File: config.mk
export PLATFORM = sky130hd
export DESIGN_NAME = expression_stack_unit
export DESIGN_NICKNAME = d
export VERILOG_FILES = /design/src/rtl/core/esu_pkg.sv /design/src/rtl/core/esu_muldiv.sv /design/src/rtl/core/expression_stack_unit.sv
export SDC_FILE = /design/constraint.sdc
export NUM_CORES = 2
export LEC_CHECK = 0
export ABC_AREA = 1
export BUFFER_PORTS_ARGS = -buffer_cell sky130_fd_sc_hd__buf_2
export CAP_MARGIN = 20
export CORE_ASPECT_RATIO = 1.1
export CORE_UTILIZATION = 63
export DETAILED_ROUTE_END_ITERATION = 8
export GPL_ROUTABILITY_DRIVEN = 0
export PLACE_DENSITY_LB_ADDON = 0.2
export SLEW_MARGIN = 20
export SYNTH_ARGS = -nofsm -noshare
export SYNTH_HDL_FRONTEND = slang
export SYNTH_HIERARCHICAL = 1
export SYNTH_SLANG_ARGS = --single-unit
File: constraint.sdc
create_clock -name clk -period 6.1 [get_ports clk]
set_input_delay 0 -clock clk [delete_from_list [all_inputs] [get_ports clk]]
set_output_delay 0 -clock clk [all_outputs]
set_load 0.05 [all_outputs]
File: src/rtl/core/esu_pkg.sv
// Shared types, codes and helpers for the expression stack unit.
package esu_pkg;

	// Stream payload widths, rounded up to whole bytes.
	localparam int S_TDATA_W = 40;
	localparam int M_TDATA_W = 40;

	// Number of defined relation codes for compare.
	localparam int REL_COUNT = 6;

	// Operation codes carried in the op field.
	typedef enum logic [3:0] {
		OP_PUSH    = 4'd0,
		OP_ADD     = 4'd1,
		OP_SUB     = 4'd2,
		OP_NEG     = 4'd3,
		OP_MUL     = 4'd4,
		OP_DIV     = 4'd5,
		OP_STORE   = 4'd6,
		OP_INDEX   = 4'd7,
		OP_POP     = 4'd8,
		OP_COMPARE = 4'd9,
		OP_CLEAR   = 4'd10
	} op_t;

	// Status codes reported with every result.
	typedef enum logic [2:0] {
		ST_OK       = 3'd0,
		ST_UNDER    = 3'd1,
		ST_OVER     = 3'd2,
		ST_DIVZERO  = 3'd3,
		ST_BADREL   = 3'd4,
		ST_BADINDEX = 3'd5
	} status_t;

	// Relation codes used by compare.
	typedef enum logic [2:0] {
		REL_EQ = 3'd0,
		REL_LT = 3'd1,
		REL_LE = 3'd2,
		REL_NE = 3'd3,
		REL_GT = 3'd4,
		REL_GE = 3'd5
	} rel_t;

	// Sequencer states of the top level.
	typedef enum logic [2:0] {
		S_IDLE,
		S_RDA,
		S_RDB,
		S_RDC,
		S_EXEC,
		S_MULDIV,
		S_TOPC,
		S_DONE
	} esu_state_t;

	// Phases of the shared multiply and divide unit.
	typedef enum logic [2:0] {
		P_IDLE,
		P_ABS_N,
		P_ABS_D,
		P_LOOP,
		P_FIX
	} md_phase_t;

	// Request from the sequencer to the multiply and divide unit.
	typedef struct packed {
		logic start;
		logic is_div;
	} md_ctrl_t;

	// Status from the multiply and divide unit.
	typedef struct packed {
		logic done;
		logic busy;
	} md_stat_t;

	// Number of stack entries an operation consumes.
	function automatic logic [1:0] need_count(op_t op);
		logic [1:0] n;
		case (op)
			OP_ADD, OP_SUB, OP_MUL, OP_DIV, OP_STORE: n = 2'd2;
			OP_NEG, OP_INDEX, OP_POP:                 n = 2'd1;
			OP_COMPARE:                               n = 2'd3;
			default:                                  n = 2'd0;
		endcase
		return n;
	endfunction

endpackage

File: src/rtl/core/esu_muldiv.sv
// Shared iterative unit: shift-add multiply and restoring signed divide on one adder.
module esu_muldiv import esu_pkg::*; #(
	parameter int WORD_BITS = 32
) (
	input  logic                 clk,
	input  logic                 arst_n,
	input  md_ctrl_t             ctrl,
	input  logic [WORD_BITS-1:0] num,
	input  logic [WORD_BITS-1:0] den,
	output md_stat_t             stat,
	output logic [WORD_BITS-1:0] result
);

	localparam int CW = $clog2(WORD_BITS);

	md_phase_t            phase_q, phase_d;
	logic                 done_q;
	logic                 is_div_q;
	logic                 neg_q;
	logic [CW-1:0]        cnt_q;
	logic [WORD_BITS-1:0] acc_q;
	logic [WORD_BITS-1:0] num_q;
	logic [WORD_BITS-1:0] den_q;
	logic [WORD_BITS-1:0] res_q;

	logic [WORD_BITS:0]   add_x;
	logic [WORD_BITS:0]   add_y;
	logic                 add_sub;
	logic [WORD_BITS:0]   sum;

	// Operand selection for the single shared adder.
	always_comb begin
		add_x   = '0;
		add_y   = '0;
		add_sub = 1'b0;
		case (phase_q)
			P_ABS_N: begin
				add_y   = {1'b0, num_q};
				add_sub = 1'b1;
			end
			P_ABS_D: begin
				add_y   = {1'b0, den_q};
				add_sub = 1'b1;
			end
			P_LOOP: begin
				if (is_div_q) begin
					add_x   = {acc_q, num_q[WORD_BITS-1]};
					add_y   = {1'b0, den_q};
					add_sub = 1'b1;
				end else begin
					add_x = {1'b0, acc_q};
					add_y = {1'b0, den_q};
				end
			end
			P_FIX: begin
				add_y   = {1'b0, num_q};
				add_sub = 1'b1;
			end
			default: begin
				add_sub = 1'b0;
			end
		endcase
	end

	assign sum = add_x + (add_sub ? ~add_y : add_y) + (WORD_BITS+1)'(add_sub);

	// Phase sequencing: magnitudes first for a divide, then one bit a cycle, then sign fix.
	always_comb begin
		phase_d = phase_q;
		case (phase_q)
			P_IDLE: begin
				if (ctrl.start) begin
					phase_d = ctrl.is_div ? P_ABS_N : P_LOOP;
				end
			end
			P_ABS_N: phase_d = P_ABS_D;
			P_ABS_D: phase_d = P_LOOP;
			P_LOOP: begin
				if (cnt_q == '0) begin
					phase_d = P_FIX;
				end
			end
			P_FIX:   phase_d = P_IDLE;
			default: phase_d = P_IDLE;
		endcase
	end

	always_ff @(posedge clk or negedge arst_n) begin
		if (!arst_n) begin
			phase_q <= P_IDLE;
			done_q  <= 1'b0;
		end else begin
			phase_q <= phase_d;
			done_q  <= (phase_q == P_FIX);
		end
	end

	// Working registers of the multiply and divide iterations.
	always_ff @(posedge clk) begin
		case (phase_q)
			P_IDLE: begin
				if (ctrl.start) begin
					num_q    <= num;
					den_q    <= den;
					acc_q    <= '0;
					is_div_q <= ctrl.is_div;
					neg_q    <= num[WORD_BITS-1] ^ den[WORD_BITS-1];
					cnt_q    <= CW'(WORD_BITS - 1);
				end
			end
			P_ABS_N: begin
				if (num_q[WORD_BITS-1]) begin
					num_q <= sum[WORD_BITS-1:0];
				end
			end
			P_ABS_D: begin
				if (den_q[WORD_BITS-1]) begin
					den_q <= sum[WORD_BITS-1:0];
				end
			end
			P_LOOP: begin
				cnt_q <= cnt_q - CW'(1);
				if (is_div_q) begin
					// Restoring step: keep the difference when it is not negative.
					if (!sum[WORD_BITS]) begin
						acc_q <= sum[WORD_BITS-1:0];
					end else begin
						acc_q <= add_x[WORD_BITS-1:0];
					end
					num_q <= {num_q[WORD_BITS-2:0], ~sum[WORD_BITS]};
				end else begin
					if (num_q[0]) begin
						acc_q <= sum[WORD_BITS-1:0];
					end
					num_q <= num_q >> 1;
					den_q <= den_q << 1;
				end
			end
			P_FIX: begin
				if (is_div_q) begin
					res_q <= neg_q ? sum[WORD_BITS-1:0] : num_q;
				end else begin
					res_q <= acc_q;
				end
			end
			default: begin
				res_q <= res_q;
			end
		endcase
	end

	assign stat.done = done_q;
	assign stat.busy = (phase_q != P_IDLE);
	assign result    = res_q;

	// A new request only arrives while the unit is free.
	a_start_idle: assert property (@(posedge clk) disable iff (!arst_n)
		ctrl.start |-> (phase_q == P_IDLE))
		else $error("multiply/divide started while busy");

	// The last iteration is always followed by the sign fix.
	a_loop_end: assert property (@(posedge clk) disable iff (!arst_n)
		(phase_q == P_LOOP && cnt_q == '0) |=> (phase_q == P_FIX))
		else $error("iteration count did not end the loop");

	// The done pulse comes with the unit back at rest.
	a_done_idle: assert property (@(posedge clk) disable iff (!arst_n)
		done_q |-> (phase_q == P_IDLE))
		else $error("done raised while unit still running");

endmodule

File: src/rtl/core/expression_stack_unit.sv
// Top level: expression stack, variable store and the sequencer that drives the shared unit.
//
//  Channel  Dir  Handshake          Contents (lowest bit first)
//  s_*      in   s_tvalid/s_tready  op[3:0], value[35:4], clear_vars[36], zero fill to 40 bits
//  m_*      out  m_tvalid/m_tready  result[31:0], cond_true[32], status[35:33], zero fill to 40
//
// Every item passes S_RDA; add, sub, mul, div and store add S_RDB, compare adds S_RDB, S_RDC;
// then come S_EXEC and S_DONE, with S_TOPC between when a store or compare reads the new top.
// Multiply and divide wait in S_MULDIV between S_EXEC and S_DONE, paced by the one-bit-a-cycle
// shared unit. Stack operands come one a cycle through the single read port of the stack memory.
// Reset empties the stack and marks every variable as zero through per-entry valid bits.
// A finished result waits in the output register; only a second result stalls the sequencer.
module expression_stack_unit import esu_pkg::*; #(
	parameter int STACK_DEPTH    = 32,
	parameter int VARIABLE_COUNT = 26,
	parameter int WORD_BITS      = 32
) (
	input  logic                 clk,
	input  logic                 arst_n,
	input  logic                 s_tvalid,
	output logic                 s_tready,
	input  logic [S_TDATA_W-1:0] s_tdata,   // op[3:0], value[35:4], clear_vars[36]
	output logic                 m_tvalid,
	input  logic                 m_tready,
	output logic [M_TDATA_W-1:0] m_tdata    // result[31:0], cond_true[32], status[35:33]
);

	localparam int SA_W      = $clog2(STACK_DEPTH);
	localparam int STK_SLOTS = 1 << SA_W;
	localparam int CNT_W     = $clog2(STACK_DEPTH + 1);
	localparam int VIDX_W    = (VARIABLE_COUNT > 1) ? $clog2(VARIABLE_COUNT) : 1;
	localparam int VAR_SLOTS = 1 << VIDX_W;

	// Input fields.
	logic [3:0]           in_op;
	logic [31:0]          in_value;
	logic                 in_clear_vars;
	logic [63:0]          val_ext;
	logic                 accept;

	// Sequencer and item registers.
	esu_state_t           state_q, state_d;
	op_t                  op_q;
	logic [WORD_BITS-1:0] val_q;
	logic                 cv_q;
	logic                 under_q;
	logic [CNT_W-1:0]     cnt_q;
	logic [WORD_BITS-1:0] a_q;
	logic [WORD_BITS-1:0] b_q;
	logic [WORD_BITS-1:0] c_q;

	// Result staging and output register.
	logic [WORD_BITS-1:0] res_q;
	logic                 cond_q;
	status_t              stat_q;
	logic [63:0]          res_wide;
	logic                 m_tvalid_q;
	logic [31:0]          out_res_q;
	logic                 out_cond_q;
	status_t              out_stat_q;

	// Stack memory.
	logic [WORD_BITS-1:0] stk_mem [STK_SLOTS];
	logic [WORD_BITS-1:0] stk_rd_q;
	logic                 stk_we;
	logic [SA_W-1:0]      stk_wa;
	logic [WORD_BITS-1:0] stk_wd;
	logic [SA_W-1:0]      stk_ra;

	// Variable store with per-entry valid bits.
	logic [WORD_BITS-1:0] var_mem [VAR_SLOTS];
	logic [VAR_SLOTS-1:0] var_vld_q;
	logic [WORD_BITS-1:0] var_rd_q;
	logic                 var_rdv_q;
	logic [VIDX_W-1:0]    var_ra;
	logic [VIDX_W-1:0]    var_wa;
	logic                 var_we;
	logic                 var_clr;

	// Decoded control from the sequencer.
	logic                 cnt_ld;
	logic [CNT_W-1:0]     cnt_d;
	logic                 res_ld;
	logic [WORD_BITS-1:0] res_d;
	logic                 info_ld;
	logic                 cond_d;
	logic                 out_ld;
	status_t              exec_stat;

	// Helpers for the operations done in the execute state.
	logic [CNT_W-1:0]     cnt_m1, cnt_m2, cnt_m3, cnt_m4;
	logic                 a_ok, b_ok, rel_ok;
	logic [WORD_BITS-1:0] as_x;
	logic                 as_sub;
	logic [WORD_BITS-1:0] as_sum;
	logic [WORD_BITS-1:0] var_val;
	logic [WORD_BITS-1:0] top_old;
	logic                 rel_hit;

	// Shared multiply and divide unit.
	md_ctrl_t             md_ctrl;
	md_stat_t             md_stat;
	logic [WORD_BITS-1:0] md_res;

	assign in_op         = s_tdata[3:0];
	assign in_value      = s_tdata[35:4];
	assign in_clear_vars = s_tdata[36];
	assign val_ext       = 64'($signed(in_value));

	assign s_tready = (state_q == S_IDLE);
	assign accept   = s_tvalid & s_tready;

	assign cnt_m1 = cnt_q - CNT_W'(1);
	assign cnt_m2 = cnt_q - CNT_W'(2);
	assign cnt_m3 = cnt_q - CNT_W'(3);
	assign cnt_m4 = cnt_q - CNT_W'(4);

	assign a_ok   = (a_q < WORD_BITS'(VARIABLE_COUNT));
	assign b_ok   = (b_q < WORD_BITS'(VARIABLE_COUNT));
	assign rel_ok = (b_q < WORD_BITS'(REL_COUNT));

	// One adder serves add, subtract and negate.
	assign as_x   = (op_q == OP_NEG) ? '0 : b_q;
	assign as_sub = (op_q != OP_ADD);
	assign as_sum = as_x + (as_sub ? ~a_q : a_q) + WORD_BITS'(as_sub);

	assign var_val = var_rdv_q ? var_rd_q : '0;
	assign top_old = (cnt_q != '0) ? a_q : '0;
	assign var_ra  = stk_rd_q[VIDX_W-1:0];
	assign var_wa  = b_q[VIDX_W-1:0];

	// Relation test on the signed left and right operands.
	always_comb begin
		case (rel_t'(b_q[2:0]))
			REL_EQ:  rel_hit = ($signed(c_q) == $signed(a_q));
			REL_LT:  rel_hit = ($signed(c_q) <  $signed(a_q));
			REL_LE:  rel_hit = ($signed(c_q) <= $signed(a_q));
			REL_NE:  rel_hit = ($signed(c_q) != $signed(a_q));
			REL_GT:  rel_hit = ($signed(c_q) >  $signed(a_q));
			REL_GE:  rel_hit = ($signed(c_q) >= $signed(a_q));
			default: rel_hit = 1'b0;
		endcase
	end

	// Checks made once all operands are in.
	always_comb begin
		if (under_q) begin
			exec_stat = ST_UNDER;
		end else begin
			case (op_q)
				OP_PUSH:    exec_stat = (cnt_q == CNT_W'(STACK_DEPTH)) ? ST_OVER : ST_OK;
				OP_DIV:     exec_stat = (a_q == '0) ? ST_DIVZERO : ST_OK;
				OP_STORE:   exec_stat = b_ok ? ST_OK : ST_BADINDEX;
				OP_INDEX:   exec_stat = a_ok ? ST_OK : ST_BADINDEX;
				OP_COMPARE: exec_stat = rel_ok ? ST_OK : ST_BADREL;
				default:    exec_stat = ST_OK;
			endcase
		end
	end

	// Sequencer: next state and datapath controls.
	always_comb begin
		state_d        = state_q;
		stk_we         = 1'b0;
		stk_wa         = cnt_m1[SA_W-1:0];
		stk_wd         = as_sum;
		stk_ra         = cnt_m1[SA_W-1:0];
		var_we         = 1'b0;
		var_clr        = 1'b0;
		cnt_ld         = 1'b0;
		cnt_d          = cnt_q;
		res_ld         = 1'b0;
		res_d          = top_old;
		info_ld        = 1'b0;
		cond_d         = 1'b0;
		out_ld         = 1'b0;
		md_ctrl.start  = 1'b0;
		md_ctrl.is_div = (op_q == OP_DIV);
		case (state_q)
			S_IDLE: begin
				if (accept) begin
					state_d = S_RDA;
				end
			end
			S_RDA: begin
				stk_ra = cnt_m2[SA_W-1:0];
				if (!under_q && need_count(op_q) >= 2'd2) begin
					state_d = S_RDB;
				end else begin
					state_d = S_EXEC;
				end
			end
			S_RDB: begin
				stk_ra = cnt_m3[SA_W-1:0];
				if (!under_q && op_q == OP_COMPARE) begin
					state_d = S_RDC;
				end else begin
					state_d = S_EXEC;
				end
			end
			S_RDC: begin
				state_d = S_EXEC;
			end
			S_EXEC: begin
				info_ld = 1'b1;
				res_ld  = 1'b1;
				state_d = S_DONE;
				if (exec_stat == ST_OK) begin
					var_clr = cv_q;
					case (op_q)
						OP_PUSH: begin
							stk_we = 1'b1;
							stk_wa = cnt_q[SA_W-1:0];
							stk_wd = val_q;
							cnt_ld = 1'b1;
							cnt_d  = cnt_q + CNT_W'(1);
							res_d  = val_q;
						end
						OP_ADD, OP_SUB: begin
							stk_we = 1'b1;
							stk_wa = cnt_m2[SA_W-1:0];
							cnt_ld = 1'b1;
							cnt_d  = cnt_m1;
							res_d  = as_sum;
						end
						OP_NEG: begin
							stk_we = 1'b1;
							res_d  = as_sum;
						end
						OP_MUL, OP_DIV: begin
							md_ctrl.start = 1'b1;
							res_ld        = 1'b0;
							state_d       = S_MULDIV;
						end
						OP_STORE: begin
							var_we = 1'b1;
							cnt_ld = 1'b1;
							cnt_d  = cnt_m2;
							stk_ra = cnt_m3[SA_W-1:0];
							res_d  = '0;
							if (cnt_q > CNT_W'(2)) begin
								res_ld  = 1'b0;
								state_d = S_TOPC;
							end
						end
						OP_INDEX: begin
							stk_we = 1'b1;
							stk_wd = var_val;
							res_d  = var_val;
						end
						OP_POP: begin
							cnt_ld = 1'b1;
							cnt_d  = cnt_m1;
							res_d  = a_q;
						end
						OP_COMPARE: begin
							cond_d = rel_hit;
							cnt_ld = 1'b1;
							cnt_d  = cnt_m3;
							stk_ra = cnt_m4[SA_W-1:0];
							res_d  = '0;
							if (cnt_q > CNT_W'(3)) begin
								res_ld  = 1'b0;
								state_d = S_TOPC;
							end
						end
						OP_CLEAR: begin
							cnt_ld = 1'b1;
							cnt_d  = '0;
							res_d  = '0;
						end
						default: begin
							res_d = top_old;
						end
					endcase
				end
			end
			S_MULDIV: begin
				if (md_stat.done) begin
					stk_we  = 1'b1;
					stk_wa  = cnt_m2[SA_W-1:0];
					stk_wd  = md_res;
					cnt_ld  = 1'b1;
					cnt_d   = cnt_m1;
					res_ld  = 1'b1;
					res_d   = md_res;
					state_d = S_DONE;
				end
			end
			S_TOPC: begin
				res_ld  = 1'b1;
				res_d   = stk_rd_q;
				state_d = S_DONE;
			end
			S_DONE: begin
				if (!m_tvalid_q || m_tready) begin
					out_ld  = 1'b1;
					state_d = S_IDLE;
				end
			end
			default: begin
				state_d = S_IDLE;
			end
		endcase
	end

	// Control state.
	always_ff @(posedge clk or negedge arst_n) begin
		if (!arst_n) begin
			state_q    <= S_IDLE;
			cnt_q      <= '0;
			m_tvalid_q <= 1'b0;
			var_vld_q  <= '0;
		end else begin
			state_q <= state_d;
			if (cnt_ld) begin
				cnt_q <= cnt_d;
			end
			if (out_ld) begin
				m_tvalid_q <= 1'b1;
			end else if (m_tready) begin
				m_tvalid_q <= 1'b0;
			end
			// Clearing the variables follows any store made by the same item.
			if (var_clr) begin
				var_vld_q <= '0;
			end else if (var_we) begin
				var_vld_q[var_wa] <= 1'b1;
			end
		end
	end

	// Item and operand registers.
	always_ff @(posedge clk) begin
		if (accept) begin
			op_q    <= op_t'(in_op);
			val_q   <= val_ext[WORD_BITS-1:0];
			cv_q    <= in_clear_vars;
			under_q <= (cnt_q < CNT_W'(need_count(op_t'(in_op))));
		end
		if (state_q == S_RDA) begin
			a_q <= stk_rd_q;
		end
		if (state_q == S_RDB) begin
			b_q <= stk_rd_q;
		end
		if (state_q == S_RDC) begin
			c_q <= stk_rd_q;
		end
		if (res_ld) begin
			res_q <= res_d;
		end
		if (info_ld) begin
			cond_q <= cond_d;
			stat_q <= exec_stat;
		end
		if (out_ld) begin
			out_res_q  <= res_wide[31:0];
			out_cond_q <= cond_q;
			out_stat_q <= stat_q;
		end
	end

	assign res_wide = 64'(res_q);

	// Stack memory: one write port, one registered read port.
	always_ff @(posedge clk) begin
		if (stk_we) begin
			stk_mem[stk_wa] <= stk_wd;
		end
		stk_rd_q <= stk_mem[stk_ra];
	end

	// Variable store: written by store, read by index at the address on the top of stack.
	always_ff @(posedge clk) begin
		if (var_we) begin
			var_mem[var_wa] <= a_q;
		end
		var_rd_q  <= var_mem[var_ra];
		var_rdv_q <= var_vld_q[var_ra];
	end

	esu_muldiv #(
		.WORD_BITS(WORD_BITS)
	) u_muldiv (
		.clk    (clk),
		.arst_n (arst_n),
		.ctrl   (md_ctrl),
		.num    (b_q),
		.den    (a_q),
		.stat   (md_stat),
		.result (md_res)
	);

	assign m_tvalid = m_tvalid_q;
	assign m_tdata  = {4'b0000, out_stat_q, out_cond_q, out_res_q};

	// The stack never holds more than its depth.
	a_cnt_range: assert property (@(posedge clk) disable iff (!arst_n)
		cnt_q <= CNT_W'(STACK_DEPTH))
		else $error("stack count beyond depth");

	// A flagged item leaves the stack count as it was.
	a_flag_hold: assert property (@(posedge clk) disable iff (!arst_n)
		(state_q == S_EXEC && exec_stat != ST_OK) |=> (cnt_q == $past(cnt_q)))
		else $error("flagged item changed the stack count");

	// The shared unit is only started while it is free.
	a_md_free: assert property (@(posedge clk) disable iff (!arst_n)
		md_ctrl.start |-> !md_stat.busy)
		else $error("shared unit started while busy");

	// An accepted item always begins with the first operand read.
	a_accept_seq: assert property (@(posedge clk) disable iff (!arst_n)
		accept |=> (state_q == S_RDA))
		else $error("accepted item did not start its operand read");

endmodule
# --- Yosys cells after proc, flatten, opt, wreduce, memory -nomap -nowiden ---
# Memories as Yosys holds them, arrays and structs flattened. A register that Yosys moved wholly into a read port is not among the register bits.
# Cells that the tools add are included.
word_totals:
  memories: 4
  out_inout_bits: 42
  ram_bits: 2048
  elab_cells: 251
  reg_bits: 388
  romBits: 64
  inputBits: 44
op_classes:
  n_addsub: 10
  bitwise: 6
  n_mux: 106
  n_eq_ne: 41
  reduce_logical: 41
  magnitude_cmp: 14
mem_list:
  columns: ["name", "words", "width", "read_ports", "rd_clocked_by_memory_dff", "write_ports", "line_no", "text"]
  rows:
  - ["stk_mem", 32, 32, 1, 1, 1, "expression_stack_unit.sv:63", "logic [WORD_BITS-1:0] stk_mem [STK_SLOTS];"]
  - ["var_mem", 32, 32, 1, 1, 1, "expression_stack_unit.sv:71", "logic [WORD_BITS-1:0] var_mem [VAR_SLOTS];"]
  - ["(no name shown)", 16, 2, 1, 0, 0, "esu_pkg.sv:82", "case (op)"]
  - ["(no name shown)", 16, 2, 1, 1, 0, "esu_pkg.sv:82", null]
op_table:
  columns: ["cell", "n"]
  rows:
  - ["$mux W32", 22]
  - ["$pmux W32 S3", 3]
  - ["$pmux W32 S2", 4]
  - ["$pmux W32 S5", 1]
  - ["$mux W33", 3]
  - ["$lt A32 B5 Y1 const B", 2]
  - ["$pmux W5 S2", 4]
  - ["$add A33 B1 Y33", 1]
  - ["$add A33 B33 Y33", 1]
  - ["$mux W3", 11]
  - ["$not A32 Y33", 1]
  - ["$add A32 B1 Y32", 1]
  - ["$add A32 B32 Y32", 1]
  - ["$eq A32 B32 Y1", 1]
  - ["$ge A32 B32 Y1", 1]
  - ["$gt A32 B32 Y1", 1]
  - ["$le A32 B32 Y1", 1]
  - ["$logic_not A32 Y1", 1]
  - ["$lt A32 B3 Y1 const B", 1]
  - ["$lt A32 B32 Y1", 1]
  - ["$ne A32 B32 Y1", 1]
  - ["$not A32 Y32", 1]
  - ["$or A32 B32 Y32", 1]
  - ["$mux W1", 30]
  - ["59 further kinds", 123]

# --- Depth between registers and ports, before layout ---
logic_depth:
  word_depth: 10
  depth_mapped: 26

# --- Hierarchy ---
# Netlist, hierarchy kept.
by_module_without_submodules:
  columns: ["mod", "cells_each", "n_inst", "area_per_inst_um2"]
  rows:
  - ["expression_stack_unit", 8037, 1, 98017.8]
  - ["esu_muldiv", 1290, 1, 10049.6]

# --- Worst setup path after synthesis ---
# OpenSTA, ideal clock, no wires.
synth_path:
  path_kind: "flip-flop to flip-flop"
  start: "reg a_q[3]"
  end: "mem var_mem[17][0] (enable)"
  path_buffers: 0
  required_time_ns: 5.636
  synth_period_minus_slack_ns: 4.858
  arrival_ns: 4.394
  path_stages_with_launch: 15
  setup_slack_ns: 1.242
  path_cell_list: "edfxtp_1 -> inv_1 -> nand2_1 -> nor2_1 -> nand2_1 -> nor2_1 -> nand3_1 -> nand3_1 -> nor2_2 -> nand3_4 -> nor2_1 -> inv_1 -> nor2_1 -> inv_1 -> nor3_1"
synth_via:
  elab_chain_len: 9
  word_cells_on_any_way: 11
synth_rtl:
  columns: ["element", "line_no", "text"]
  rows:
  - ["start: declaration", "expression_stack_unit.sv:48", "logic [WORD_BITS-1:0] a_q;"]
  - ["start signal: assignment", "expression_stack_unit.sv:342", "a_q <= stk_rd_q;"]
  - ["$lt A32 B5 Y1 / $logic_not A32 Y1 (equally long branches)", "expression_stack_unit.sv:118, expression_stack_unit.sv:152", null]
  - ["$mux W3 / $mux W2 (equally long branches)", "expression_stack_unit.sv:154, expression_stack_unit.sv:152", null]
  - ["$pmux W3 S5 (*)", "expression_stack_unit.sv:150", "case (op_q)"]
  - ["$mux W3 (*)", "expression_stack_unit.sv:147", "if (under_q) begin"]
  - ["$logic_not A3 Y1 (*)", "expression_stack_unit.sv:208", "if (exec_stat == ST_OK) begin"]
  - ["$mux W1 (*)", "expression_stack_unit.sv:208", null]
  - ["$mux W1 (*)", "expression_stack_unit.sv:179", "case (state_q)"]
  - ["$mux W1 (*)", "expression_stack_unit.sv:376", "if (var_we) begin"]
  - ["$mux W1 (not written as such) (*)", "expression_stack_unit.sv:377", "var_mem[var_wa] <= a_q;"]
  - ["end: declaration", "expression_stack_unit.sv:71", null]
# Every way passes the cells marked *; elsewhere a longest branch is shown, timed or not.

# --- Worst setup path in the final report ---
layout_path:
  start: "reg op_q[1]"
  end: "mem stk_mem[31][18] (data pin)"
layout_via:
  elab_chain_len: 7
  word_cells_on_any_way: 18
layout_rtl:
  columns: ["element", "line_no", "text"]
  rows:
  - ["start: declaration", "expression_stack_unit.sv:43", "op_t op_q;"]
  - ["start signal: assignment", "expression_stack_unit.sv:336", "op_q <= op_t'(in_op);"]
  - ["$eq A4 B2 Y1 / $ne A4 B1 Y1 (equally long branches)", "expression_stack_unit.sv:123, expression_stack_unit.sv:124", null]
  - ["$mux W32 (on tied branches)", "expression_stack_unit.sv:123, expression_stack_unit.sv:125", null]
  - ["$add A32 B32 Y32", "expression_stack_unit.sv:125", "assign as_sum = as_x + (as_sub ? ~a_q : a_q) + WORD_BITS'(as_sub);"]
  - ["$add A32 B1 Y32", "expression_stack_unit.sv:125", null]
  - ["$pmux W32 S2", "expression_stack_unit.sv:210", "case (op_q)"]
  - ["$mux W32", "expression_stack_unit.sv:208", null]
  - ["$pmux W32 S2 (*)", "expression_stack_unit.sv:179", null]
  - ["via stk_wd[18]", "expression_stack_unit.sv:67", "logic [WORD_BITS-1:0] stk_wd;"]
  - ["end: declaration", "expression_stack_unit.sv:63", null]
# Mark *: on every way through the listed nets, which the timed path passes. The rest lies on a longest branch.

==> impl_metrics.py <==
metrics = {
    "run_status": {
        "outcome": "finished with violations",
        "violations": "design-rule violations",
    },
    "logic_synthesis": {
        "synth_cells": 9327,
        "yosysSeqAreaShare": 0.687,
        "ys_async_sr_fraction": 0.0184,
        "synthAdderAreaFrac": 0.0129,
        "synth-edff-count": 2389,
        "synth.avg_cell_area_um2": 11.6,
        "synth-compound-area-share": 0.0936,
        "synth_area_leaders": "edfxtp_1 (66%), nand3_1 (7.6%), nand2_1 (4.0%)",
        "muxShareOfSynthArea": 0.0000926,
        "synth-xor-area-share": 0.0105,
        "yosysTopAreaCell": "edfxtp_1",
        "synth_top_area_frac": 0.664,
        "yosys_warnings": 6,
        "synth_area_mm2": 0.108,
        "yosys.area_share.simple": 0.158,
        "synth_seq_cells": 2501,
        "synth_top_family_by_area": "simple AND/OR/NAND/NOR gates",
        "synth_top_flop_cell": "edfxtp_1",
        "yosysUniqueCellTypes": 67,
    },
    "floorplan": {
        "die_x_um": 397,
        "rows": 159,
        "dieArea_mm2": 0.173,
        "io-pin-count": 86,
        "die_height_um": 436,
        "core_area_mm2": 0.170,
        "initial_core_util": 0.634,
    },
    "routing": {
        "viasPerCell": 6.63,
        "wire_per_inst_um": 26.7,
        "postRouteWirelength_um": 321000,
        "ant_nets": 0,
        "first_pass_iters": 9,
        "detail_route.iter0.violations": 11900,
        "via_count": 79800,
        "drc": 17,
    },
    "sta": {
        "layout_min_cycle_time_ns": 5.37,
        "report.final.slew_viol_count": 0,
        "fin_hold_ws_ns": 0.0952,
        "rsz0062_at_grt": "false",
        "setup_viol": 0,
        "setup_tns_ns": 0,
        "worst_slack_ns": 0.726,
        "fmax_ghz": 0.186,
        "hold_viol_final": 0,
        "tightest_slew_ns": 1.11,
        "relSlewSlack": 0.257,
        "fin_skew_ns": 0.0416,
        "period_share": 0.881,
    },
    "grt": {
        "antenna_found_initial": 16,
        "grt.overflow.total": 0,
        "grt_pass1_wl_um": 471000,
        "grt_pass1_vias": 76400,
        "grt_max_degree": 151,
        "grt_use_total": 0.365,
    },
    "worst_setup_path": {
        "worstPathArrival_ns": 6.04,
        "crit_path_top_delay_cell": "xor2_1",
        "path_cells": "nand2_1, nor2_2, buf_4, nor2_1, ha_1, nand2_1, nor2_1, inv_1, o21ai_0, a21boi_0, o31ai_1, xor2_1, nor2_1, o211ai_1, buf_4",
        "r2r_slack_ns": 0.73,
        "reg2reg_to": "stk_mem[31][18]$_DFFE_PP_",
        "critPathTopFamily": "simple AND/OR/NAND/NOR gates",
        "required_ns": 6.76,
        "max_stage_delay_ns": 0.79,
        "r2r-start": "op_q[1]$_DFFE_PP_",
        "cp.buffers_inverters": 3,
        "reg2reg_depth": 15,
        "path_common_cell": "nor2_1",
        "crit_path_start_kind": "flip-flop",
        "cp_max_fo": 32,
        "worstSetupPathType": "flip-flop to flip-flop",
        "endpoint_kind": "flip-flop",
    },
    "final_layout": {
        "reg_top3": "stk_mem x1024, var_mem x1024",
        "final_cell_mix": "edfxtp_1 (2389), nand3_1 (1644), nand2_1 (1148)",
        "stdcell_area_mm2": 0.121,
        "drive_above_1_share": 0.0885,
        "fin_nets": 9718,
        "layout_commonest_cell": "edfxtp_1",
        "area_growth_pct": 12.3,
        "nFillCells": 11200,
    },
    "hold_path": {
        "hold_depth": 2,
        "hold_path.class": "input pin to flip-flop",
        "hold_path_end": "op_q[1]$_DFFE_PP_",
        "hold_start": "s_tdata[1]",
    },
    "power": {
        "leakage_nw": 43.2,
        "power_switching_mw": 31.8,
        "p_per_area_mw_per_mm2": 591,
        "vdd_drop_max_mv": 0.635,
        "clock_power_share": 0.205,
        "power_frac_seq": 0.332,
        "switching_share": 0.444,
        "power_frac_comb": 0.463,
        "p_int_mw": 39.9,
        "power_mw": 71.7,
    },
    "clocking": {
        "cts_tree": "done",
        "clock_latency_ns": 0.90,
        "htreeDepth": 4,
        "clock-root-buffer": "clkbuf_16",
        "cts-resized-gates": 0,
        "cts_sinks": 2501,
        "cts_buffer_depth": 3,
        "postCtsSetupBuffers": 0,
        "clk_pin_slew_ns": 0.06,
        "ctsHoldBuffers": 77,
        "cts_buffers": 232,
    },
    "placed_design": {
        "dpl.hpwl_um": 187000,
        "dpl_cell_area_mm2": 0.113,
        "port_buffers": 78,
        "place_ws_ns": 1.35,
    },
    "run": {
        "maxCapViolCount": 0,
    },
}
[cells in the mapped netlist, drive strengths merged (7+ instances only)]
| master | number |
|---|---|
| edfxtp | 2389 |
| nand3 | 1651 |
| nand2 | 1173 |
| nor2 | 1032 |
| o21ai | 798 |
| inv | 371 |
| clkbuf | 356 |
| buf | 272 |
| a21oi | 235 |
| o221ai | 226 |
| o22ai | 110 |
| ha | 108 |
| xor2 | 102 |
| o211ai | 85 |
| dfxtp | 66 |
| dfrtp | 46 |
| a31oi | 45 |
| a32oi | 34 |
| a22o | 31 |
| nand4 | 26 |
| xnor2 | 25 |
| nor3 | 22 |
| o21a | 19 |
| o2111ai | 16 |
| a21o | 11 |
| a211oi | 8 |
| a22oi | 8 |
| nor4 | 8 |
| a21boi | 7 |
| a221oi | 7 |
[metal layers]
| metal | vias to the layer above | part of all wire | global-route usage |
|---|---|---|---|
| li1 | 34500 | - | - |
| met1 | 38300 | 0.34 | 0.464 |
| met2 | 5775 | 0.46 | 0.574 |
| met3 | 1262 | 0.12 | 0.0776 |
| met4 | 18 | 0.070 | 0.232 |
| met5 | - | 0.00035 | 0 |
[logic make-up (layout without fill, tap and decap cells)]
family                     Yosys count  in the layout
AOI/OAI and AO/OA                 1661           1661
xor gates and xnor gates           127            127
adders and majority gates          110            110
buffers and inverters             1005           1256
DFF                               2501           2501
muxes                                1              1
other                                1            200
and+or+nand+nor                   3921           3921
[power groups by stage]
stage | clock network (mW) | registers, mW | logic, mW
after global routing | 15.4 | 23.9 | 35.4
after global placement | 0 | 24.1 | 31.0
after floorplan | 0 | 24.1 | 20.9
after CTS | 14.7 | 23.8 | 32.2
final | 14.7 | 23.9 | 33.2
after detailed placement | 0 | 24.1 | 31.9
[stage by stage]
step / cells / util
final: 12000 / 0.712
after global routing: 12000 / 0.712
after CTS: 12000 / 0.712
after detailed placement: 11500 / 0.662
after global placement: 11500 / 0.662
after floorplan: 9522 / -
[how the worst max path moves through the flow]
stage,slack (ns),from,end,cells after the start
3_5_place_dp,1.35,op_q[3]$_DFFE_PP_,stk_mem[31][16]$_DFFE_PP_,18
3_3_place_gp,1.28,a_q[4]$_DFFE_PP_,stk_mem[30][23]$_DFFE_PP_,17
2_1_floorplan,1.24,a_q[3]$_DFFE_PP_,var_mem[17][0]$_DFFE_PP_,14
6_report,0.73,op_q[1]$_DFFE_PP_,stk_mem[31][18]$_DFFE_PP_,15
5_1_grt,0.56,op_q[1]$_DFFE_PP_,stk_mem[3][18]$_DFFE_PP_,15
4_1_cts,1.30,op_q[3]$_DFFE_PP_,stk_mem[17][16]$_DFFE_PP_,18
[final cells by class]
cell class	instances	area [um2]	area share
clock inverter	124	1350	0.0111
tap	2254	2820	0.0232
timing repair buffer	436	4000	0.0330
antenna	4	10.0	0.0000825
inverter	377	1440	0.0119
sequential	2501	74200	0.612
multi-input combinational	6016	31100	0.256
clock buffer	319	6400	0.0527
Note: power is estimated with default switching activity, not from simulation.
